### config.mk
export PLATFORM = sky130hd
export DESIGN_NAME = min_heap_priority_queue
export DESIGN_NICKNAME = d
export VERILOG_FILES = /design/src/mhpq_pkg.sv /design/src/mhpq_ram.sv /design/src/mhpq_store.sv /design/src/min_heap_priority_queue.sv
export SDC_FILE = /design/constraint.sdc
export NUM_CORES = 2
export LEC_CHECK = 0
export ABC_AREA = 1
export BUFFER_PORTS_ARGS = -buffer_cell sky130_fd_sc_hd__clkbuf_2
export CAP_MARGIN = 20
export CELL_PAD_IN_SITES_DETAIL_PLACEMENT = 1
export CELL_PAD_IN_SITES_GLOBAL_PLACEMENT = 1
export CORE_MARGIN = 2
export CORE_UTILIZATION = 25
export CTS_CLUSTER_DIAMETER = 120
export DETAILED_ROUTE_END_ITERATION = 8
export PLACE_DENSITY = 0.43
export SLEW_MARGIN = 20
export SYNTH_ARGS = -nofsm -noshare
export SYNTH_HDL_FRONTEND = slang
export SYNTH_HIERARCHICAL = 1
export SYNTH_SLANG_ARGS = --single-unit
### constraint.sdc
create_clock -name clock -period 9.8 [get_ports clock]
set_input_delay 0.98 -clock clock [delete_from_list [all_inputs] [get_ports clock]]
set_output_delay 0.98 -clock clock [all_outputs]
set_load 0.05 [all_outputs]
### src/mhpq_pkg.sv
// mhpq_pkg: shared types and constants of the min-heap priority queue
// no dependencies; used by mhpq_store and min_heap_priority_queue
package mhpq_pkg;

   localparam int CAPACITY  = 64;
   localparam int KEY_WIDTH = 32;
   localparam int ADDR_W    = $clog2(CAPACITY);
   localparam int CNT_W     = $clog2(CAPACITY + 1);
   localparam int CHILD_W   = ADDR_W + 2;

   typedef logic signed [KEY_WIDTH-1:0] key_type;
   typedef logic [ADDR_W-1:0]           addr_type;
   typedef logic [CNT_W-1:0]            cnt_type;
   typedef logic [CHILD_W-1:0]          child_type;

   typedef logic       func_type;
   typedef logic [1:0] err_type;

   localparam func_type FUNC_PUSH = 1'b0;
   localparam func_type FUNC_POP  = 1'b1;

   localparam err_type ERR_NONE      = 2'd0;
   localparam err_type ERR_POP_EMPTY = 2'd1;
   localparam err_type ERR_PUSH_FULL = 2'd2;

   typedef enum logic [2:0] {
      S_IDLE,
      S_LAST_RD,
      S_LAST_LD,
      S_UP_RD,
      S_UP_CMP,
      S_DN_RD,
      S_DN_CMP
   } state_type;

   typedef struct packed {
      logic     wr_en;
      addr_type wr_addr;
      key_type  wr_data;
      addr_type rd_addr_a;
      addr_type rd_addr_b;
   } store_req_type;

   typedef struct packed {
      key_type rd_data_a;
      key_type rd_data_b;
      key_type root_next;
   } store_rsp_type;

endpackage

### src/mhpq_ram.sv
// mhpq_ram: generic single-write, single-read ram with registered read data
// no dependencies
module mhpq_ram #(
   parameter int WIDTH = 32,
   parameter int DEPTH = 64
) (
   input  logic                     clock,
   input  logic                     wr_en,
   input  logic [$clog2(DEPTH)-1:0] wr_addr,
   input  logic [WIDTH-1:0]         wr_data,
   input  logic [$clog2(DEPTH)-1:0] rd_addr,
   output logic [WIDTH-1:0]         rd_data
);

   logic [WIDTH-1:0] mem_ff [DEPTH];
   logic [WIDTH-1:0] rd_data_ff;

   always_ff @(posedge clock) begin
      if (wr_en) begin
         mem_ff[wr_addr] <= wr_data;
      end
      rd_data_ff <= mem_ff[rd_addr];
   end

   assign rd_data = rd_data_ff;

endmodule

### src/mhpq_store.sv
// mhpq_store: heap array as two mirrored ram copies for two reads a cycle,
// plus a register that mirrors the root entry; uses mhpq_pkg and mhpq_ram
module mhpq_store
   import mhpq_pkg::*;
(
   input  logic          clock,
   input  store_req_type req,
   output store_rsp_type rsp
);

   key_type root_ff;
   key_type root_in;
   key_type rd_a;
   key_type rd_b;

   mhpq_ram #(.WIDTH(KEY_WIDTH), .DEPTH(CAPACITY)) u_ram_a (
      .clock   (clock),
      .wr_en   (req.wr_en),
      .wr_addr (req.wr_addr),
      .wr_data (req.wr_data),
      .rd_addr (req.rd_addr_a),
      .rd_data (rd_a)
   );

   mhpq_ram #(.WIDTH(KEY_WIDTH), .DEPTH(CAPACITY)) u_ram_b (
      .clock   (clock),
      .wr_en   (req.wr_en),
      .wr_addr (req.wr_addr),
      .wr_data (req.wr_data),
      .rd_addr (req.rd_addr_b),
      .rd_data (rd_b)
   );

   always_comb begin
      root_in = root_ff;
      if (req.wr_en && req.wr_addr == '0) begin
         root_in = req.wr_data;
      end
   end

   always_ff @(posedge clock) begin
      root_ff <= root_in;
   end

   assign rsp.rd_data_a = rd_a;
   assign rsp.rd_data_b = rd_b;
   assign rsp.root_next = root_in;

endmodule

### src/min_heap_priority_queue.sv
// min_heap_priority_queue: top level, command sequencer for push and pop
// uses mhpq_pkg and mhpq_store (which holds the heap in ram)
//
// An item is taken when start is high and busy is low. A push walks the new
// key up the heap and a pop walks the former last entry down from the root,
// one level per read-compare-write turn of the heap ram. Errors and a pop
// that empties the queue finish at once and never raise busy. The result is
// shown for exactly one cycle with rsp_strobe, in the cycle busy falls, and
// cannot be held off, so it must be captured then. A new item may be started
// in that same cycle.
module min_heap_priority_queue
   import mhpq_pkg::*;
(
   input  logic                  clock,
   input  logic                  reset,
   input  logic                  start,
   output logic                  busy,
   input  logic                  req_func,
   input  logic signed [KEY_WIDTH-1:0] req_key,
   output logic                  rsp_strobe,
   output logic signed [KEY_WIDTH-1:0] rsp_min_key,
   output logic                  rsp_is_empty,
   output logic [CNT_W-1:0]      rsp_entry_count,
   output logic [1:0]            rsp_error_code
);

   state_type     state_ff, state_in;
   cnt_type       count_ff, count_in;
   addr_type      pos_ff, pos_in;
   key_type       cur_ff, cur_in;

   logic          rsp_strobe_ff, rsp_strobe_in;
   key_type       rsp_min_key_ff, rsp_min_key_in;
   logic          rsp_is_empty_ff, rsp_is_empty_in;
   cnt_type       rsp_entry_count_ff, rsp_entry_count_in;
   err_type       rsp_error_code_ff, rsp_error_code_in;

   store_req_type store_req;
   store_rsp_type store_rsp;

   logic          finish;
   err_type       err;
   addr_type      parent;
   child_type     left, right, child_idx;
   logic          left_ok, right_ok, pick_r;
   key_type       child;

   mhpq_store u_store (
      .clock (clock),
      .req   (store_req),
      .rsp   (store_rsp)
   );

   // parent and child indices, and child selection, for the walks up and down
   always_comb begin
      parent    = addr_type'((pos_ff - addr_type'(1)) >> 1);
      left      = child_type'({pos_ff, 1'b1});
      right     = left + child_type'(1);
      left_ok   = left < child_type'(count_ff);
      right_ok  = right < child_type'(count_ff);
      pick_r    = right_ok && (store_rsp.rd_data_b < store_rsp.rd_data_a);
      child     = pick_r ? store_rsp.rd_data_b : store_rsp.rd_data_a;
      child_idx = pick_r ? right : left;
   end

   always_comb begin
      state_in            = state_ff;
      count_in            = count_ff;
      pos_in              = pos_ff;
      cur_in              = cur_ff;
      finish              = 1'b0;
      err                 = ERR_NONE;
      store_req.wr_en     = 1'b0;
      store_req.wr_addr   = pos_ff;
      store_req.wr_data   = cur_ff;
      store_req.rd_addr_a = parent;
      store_req.rd_addr_b = right[ADDR_W-1:0];

      case (state_ff)
         S_IDLE: begin
            if (start) begin
               if (req_func == FUNC_PUSH) begin
                  if (count_ff == cnt_type'(CAPACITY)) begin
                     finish = 1'b1;
                     err    = ERR_PUSH_FULL;
                  end else begin
                     cur_in   = req_key;
                     pos_in   = count_ff[ADDR_W-1:0];
                     count_in = count_ff + cnt_type'(1);
                     state_in = S_UP_RD;
                  end
               end else begin
                  if (count_ff == '0) begin
                     finish = 1'b1;
                     err    = ERR_POP_EMPTY;
                  end else begin
                     count_in = count_ff - cnt_type'(1);
                     if (count_ff == cnt_type'(1)) begin
                        finish = 1'b1;
                     end else begin
                        state_in = S_LAST_RD;
                     end
                  end
               end
            end
         end
         S_LAST_RD: begin
            store_req.rd_addr_a = count_ff[ADDR_W-1:0];
            state_in            = S_LAST_LD;
         end
         S_LAST_LD: begin
            cur_in   = store_rsp.rd_data_a;
            pos_in   = '0;
            state_in = S_DN_RD;
         end
         S_UP_RD: begin
            if (pos_ff == '0) begin
               store_req.wr_en = 1'b1;
               finish          = 1'b1;
               state_in        = S_IDLE;
            end else begin
               state_in = S_UP_CMP;
            end
         end
         S_UP_CMP: begin
            store_req.wr_en = 1'b1;
            if (cur_ff < store_rsp.rd_data_a) begin
               store_req.wr_data = store_rsp.rd_data_a;
               pos_in            = parent;
               state_in          = S_UP_RD;
            end else begin
               finish   = 1'b1;
               state_in = S_IDLE;
            end
         end
         S_DN_RD: begin
            store_req.rd_addr_a = left[ADDR_W-1:0];
            if (!left_ok) begin
               store_req.wr_en = 1'b1;
               finish          = 1'b1;
               state_in        = S_IDLE;
            end else begin
               state_in = S_DN_CMP;
            end
         end
         S_DN_CMP: begin
            store_req.wr_en = 1'b1;
            if (child < cur_ff) begin
               store_req.wr_data = child;
               pos_in            = child_idx[ADDR_W-1:0];
               state_in          = S_DN_RD;
            end else begin
               finish   = 1'b1;
               state_in = S_IDLE;
            end
         end
         default: begin
            state_in = S_IDLE;
         end
      endcase

      rsp_strobe_in      = finish;
      rsp_error_code_in  = err;
      rsp_entry_count_in = count_in;
      rsp_is_empty_in    = (count_in == '0);
      rsp_min_key_in     = (count_in == '0) ? key_type'(0) : store_rsp.root_next;
   end

   always_ff @(posedge clock) begin
      if (reset) begin
         state_ff      <= S_IDLE;
         count_ff      <= '0;
         rsp_strobe_ff <= 1'b0;
      end else begin
         state_ff      <= state_in;
         count_ff      <= count_in;
         rsp_strobe_ff <= rsp_strobe_in;
      end
   end

   always_ff @(posedge clock) begin
      pos_ff             <= pos_in;
      cur_ff             <= cur_in;
      rsp_min_key_ff     <= rsp_min_key_in;
      rsp_is_empty_ff    <= rsp_is_empty_in;
      rsp_entry_count_ff <= rsp_entry_count_in;
      rsp_error_code_ff  <= rsp_error_code_in;
   end

   assign busy            = (state_ff != S_IDLE);
   assign rsp_strobe      = rsp_strobe_ff;
   assign rsp_min_key     = rsp_min_key_ff;
   assign rsp_is_empty    = rsp_is_empty_ff;
   assign rsp_entry_count = rsp_entry_count_ff;
   assign rsp_error_code  = rsp_error_code_ff;

endmodule
==> flow_metrics.tcl <==
set metrics [dict create \
    dp_hpwl_um 367000 \
    cts_resized 0 \
    dr.first_iter.drc_count 10500 \
    relSlewSlack_pct -515 \
    async_reset_ff_share_pct 0 \
    synth-main-ff-cell "edfxtp_1" \
    grt_pass1_vias 119000 \
    rsz0062_at_grt "false" \
    dieArea_sq_um 703000 \
    finalSetupTns_ns 0 \
    post_cts_buffers 0 \
    htree_levels 6 \
    clk_latency_ns 1.07 \
    setup_viol 0 \
    die_w_um 838 \
    synth_area_per_cell_sq_um 11.8 \
    post-place-ws_ns 1.23 \
    clkTransAtPathRegs_ns 0.06 \
    fin_area_sq_um 202000 \
    place_inst 23400 \
    track_usage_pct 20.2 \
    numCtsBuffers 524 \
    path_depth 27 \
    critPathArrivalTime_ns 9.28 \
    worst_path_dominant_cell_family "buffers and inverters" \
    max_freq_ghz 0.117 \
    grt_antenna_before_repair 55 \
    slowest_stage "edfxtp_1" \
    core_area_sq_um 694000 \
    placed_cell_area_sq_um 186000 \
    dr.pass1.iters 5 \
    p_leak_uw 0.0699 \
    syn_area_sq_um 174000 \
    drv_slew 724 \
    cellPowerDensity_nw_per_um2 399 \
    fp-row-count 306 \
    start_kind "register" \
    worstSetupPathType "register to register" \
    status "finished, violations left" \
    grt_max_degree 1026 \
    reg2regPathDepth 27 \
    worst_pin_slew_ns 9.23 \
    r2r-start "pos_ff[1]" \
    cp-end-kind "register" \
    syn_to_final_growth_pct 16.0 \
    viasPerCell 4.87 \
    drive_gt1_share_pct 8.45 \
    timing.critical_path.buf_inv 6 \
    netlist_instances 14700 \
    yosysTopAreaCell "edfxtp_1" \
    setup_ws_ns 1.24 \
    maxCapViolations 0 \
    fin_crit_ns 8.56 \
    crit_path_frequent_cell "nand2_1" \
    gp_congestion 0.793 \
    holdPathEnd "cur_ff[17]" \
    hold_path.class "input pin to register" \
    cts_hold_buffers 0 \
    clockRootBuffer "clkbuf_16" \
    drc 0 \
    synth-warning-count 6 \
    ys_seq_elements 4283 \
    clock_path_buffers 4 \
    ir_worst_vdd_mv 0.646 \
    holdPathStages 3 \
    cts_tree "built" \
    layout.nets 14900 \
    vias 119000 \
    cts.sinks 4283 \
    synth-edff-count 4134 \
    stdcell_count 24400 \
    violations "slew limit" \
    hold_viol_final 0 \
    rrSetupSlack_ns 1.24 \
    syn_nets 14900 \
    drt-total-wl_um 735000 \
    start_util_pct 25.1 \
    crit_path_max_fanout 66 \
    yosysTopAreaCellShare_pct 71.4 \
    r2r-end "u_store/u_ram_a/mem_ff[55][3]" \
    ant_nets 0 \
    io_buffers 79 \
    grt_pass1_wl_um 1000000 \
    synth_cell_types 47 \
    grt_overflow_total 0 \
    worstPathRequired_ns 10.53 \
    die_h_um 838 \
    wire_per_inst_um 30.1 \
    ys_seq_area_share_pct 73.1 \
    min_period_over_period_pct 87.3 \
    synthTopCellsByArea "edfxtp_1 71%, nand3_1 11%, nand2_1 10%" \
    utilization_pct 29.1 \
    num_io_pins 80 \
    skew_ns 0.0439 \
    hp-start "req_key[17]" \
    cp_slowest_stage_delay_ns 1.03 \
]
-- cells in the final DEF (no fill, tap or decap), types with 53 or more instances in the layout --
cell type and count:
edfxtp_1 4134, inv_1 176, nand2_1 4797, ha_1 109, nor2_1 83, clkbuf_2 79
nor2_4 115, dfxtp_1 149, a21oi_1 53, clkinv_1 89, o21ai_0 83, clkbuf_1 160
nand3_1 3904, clkbuf_16 536, buf_4 284
-- where the power goes --
| group | internal, uW | switching (uW) | total (uW) | leakage, uW |
|---|---|---|---|---|
| Sequential | 24500 | 441 | 24900 | 0.0384 |
| Clock | 10400 | 7940 | 18300 | 0.00764 |
| Combinational | 7970 | 29400 | 37300 | 0.0239 |
-- synth_stat cells (all sizes together) (5+ instances only) --
cell    number
nand2     4801
edfxtp    4134
nand3     3936
buf        765
nor2       201
inv        192
clkbuf     173
dfxtp      149
ha         110
o21ai       84
a21oi       53
nand4       31
nor4        20
xor2        13
nor3         9
o221ai       8
o211ai       6
a211oi       5
o21a         5
-- cell families (layout without fill, tap and decap cells) --
| logic type | after synthesis | after routing | synth area share, % |
|---|---|---|---|
| AOI/OAI and AO/OA | 178 | 178 | 0.579 |
| buffers and inverters | 1131 | 1521 | 3.11 |
| and+or+nand+nor | 9002 | 9002 | 22.4 |
| other | 1 | 30 | 0.00216 |
| DFF | 4283 | 4283 | 73.1 |
| adders and majority gates | 110 | 110 | 0.791 |
| xor gates and xnor gates | 14 | 14 | 0.0705 |
-- stage by stage --
stage	hold slack, ns	power (uW)
floorplan	0.416	46000
global placement	0.436	63000
detailed placement	0.432	63000
CTS	0.349	81500
global route	0.397	84800
finish	0.439	80600
-- routing by layer --
layer	up-vias	global-route usage (%)	share of wire, %
met1	62600	27.5	45
met3	975	3.42	5.2
met4	16	6.28	3.4
met5	-	0	0.014
met2	2802	33.0	46
li1	52300	-	-
-- final cells by class --
cell class	instances	area (sq um)
Timing Repair Buffer	423	3690
Clock inverter	198	1520
Tap cell	9240	11600
Clock buffer	707	14200
Sequential cell	4283	127000
Antenna cell	29	72.6
Inverter	193	796
Fill cell	75500	492000
Multi-Input combinational cell	9305	42900
-- worst max path at each step --
stage / startpoint / to / slack, ns
floorplan: pos_ff[0] / u_store/u_ram_a/mem_ff[0][31] / 1.79
global route: pos_ff[1] / u_store/u_ram_a/mem_ff[40][3] / 0.53
detailed placement: pos_ff[1] / u_store/u_ram_a/mem_ff[48][3] / 1.23
finish: pos_ff[1] / u_store/u_ram_a/mem_ff[55][3] / 1.24
global placement: pos_ff[1] / u_store/u_ram_a/mem_ff[52][3] / 1.14
CTS: pos_ff[1] / u_store/u_ram_a/mem_ff[63][3] / 1.16
-- registers in the layout, summed over array words and instances (netlist names), 6 cells and up --
signal and flops:
u_store/root_ff 32, pos_ff 6, cur_ff 32, u_store/u_ram_a/rd_data 32, rsp_min_key 32, u_store/u_ram_b/rd_data 32, u_store/u_ram_b/mem_ff 2048, u_store/u_ram_a/mem_ff 2048
rsp_entry_count 7, count_ff 7
-- tightest hold or removal path: stages --
cell,delay (ns)
clkbuf_2,0.24
nand2_1,0.08
o21ai_0,0.07
Power figures use the tool's default switching activity.
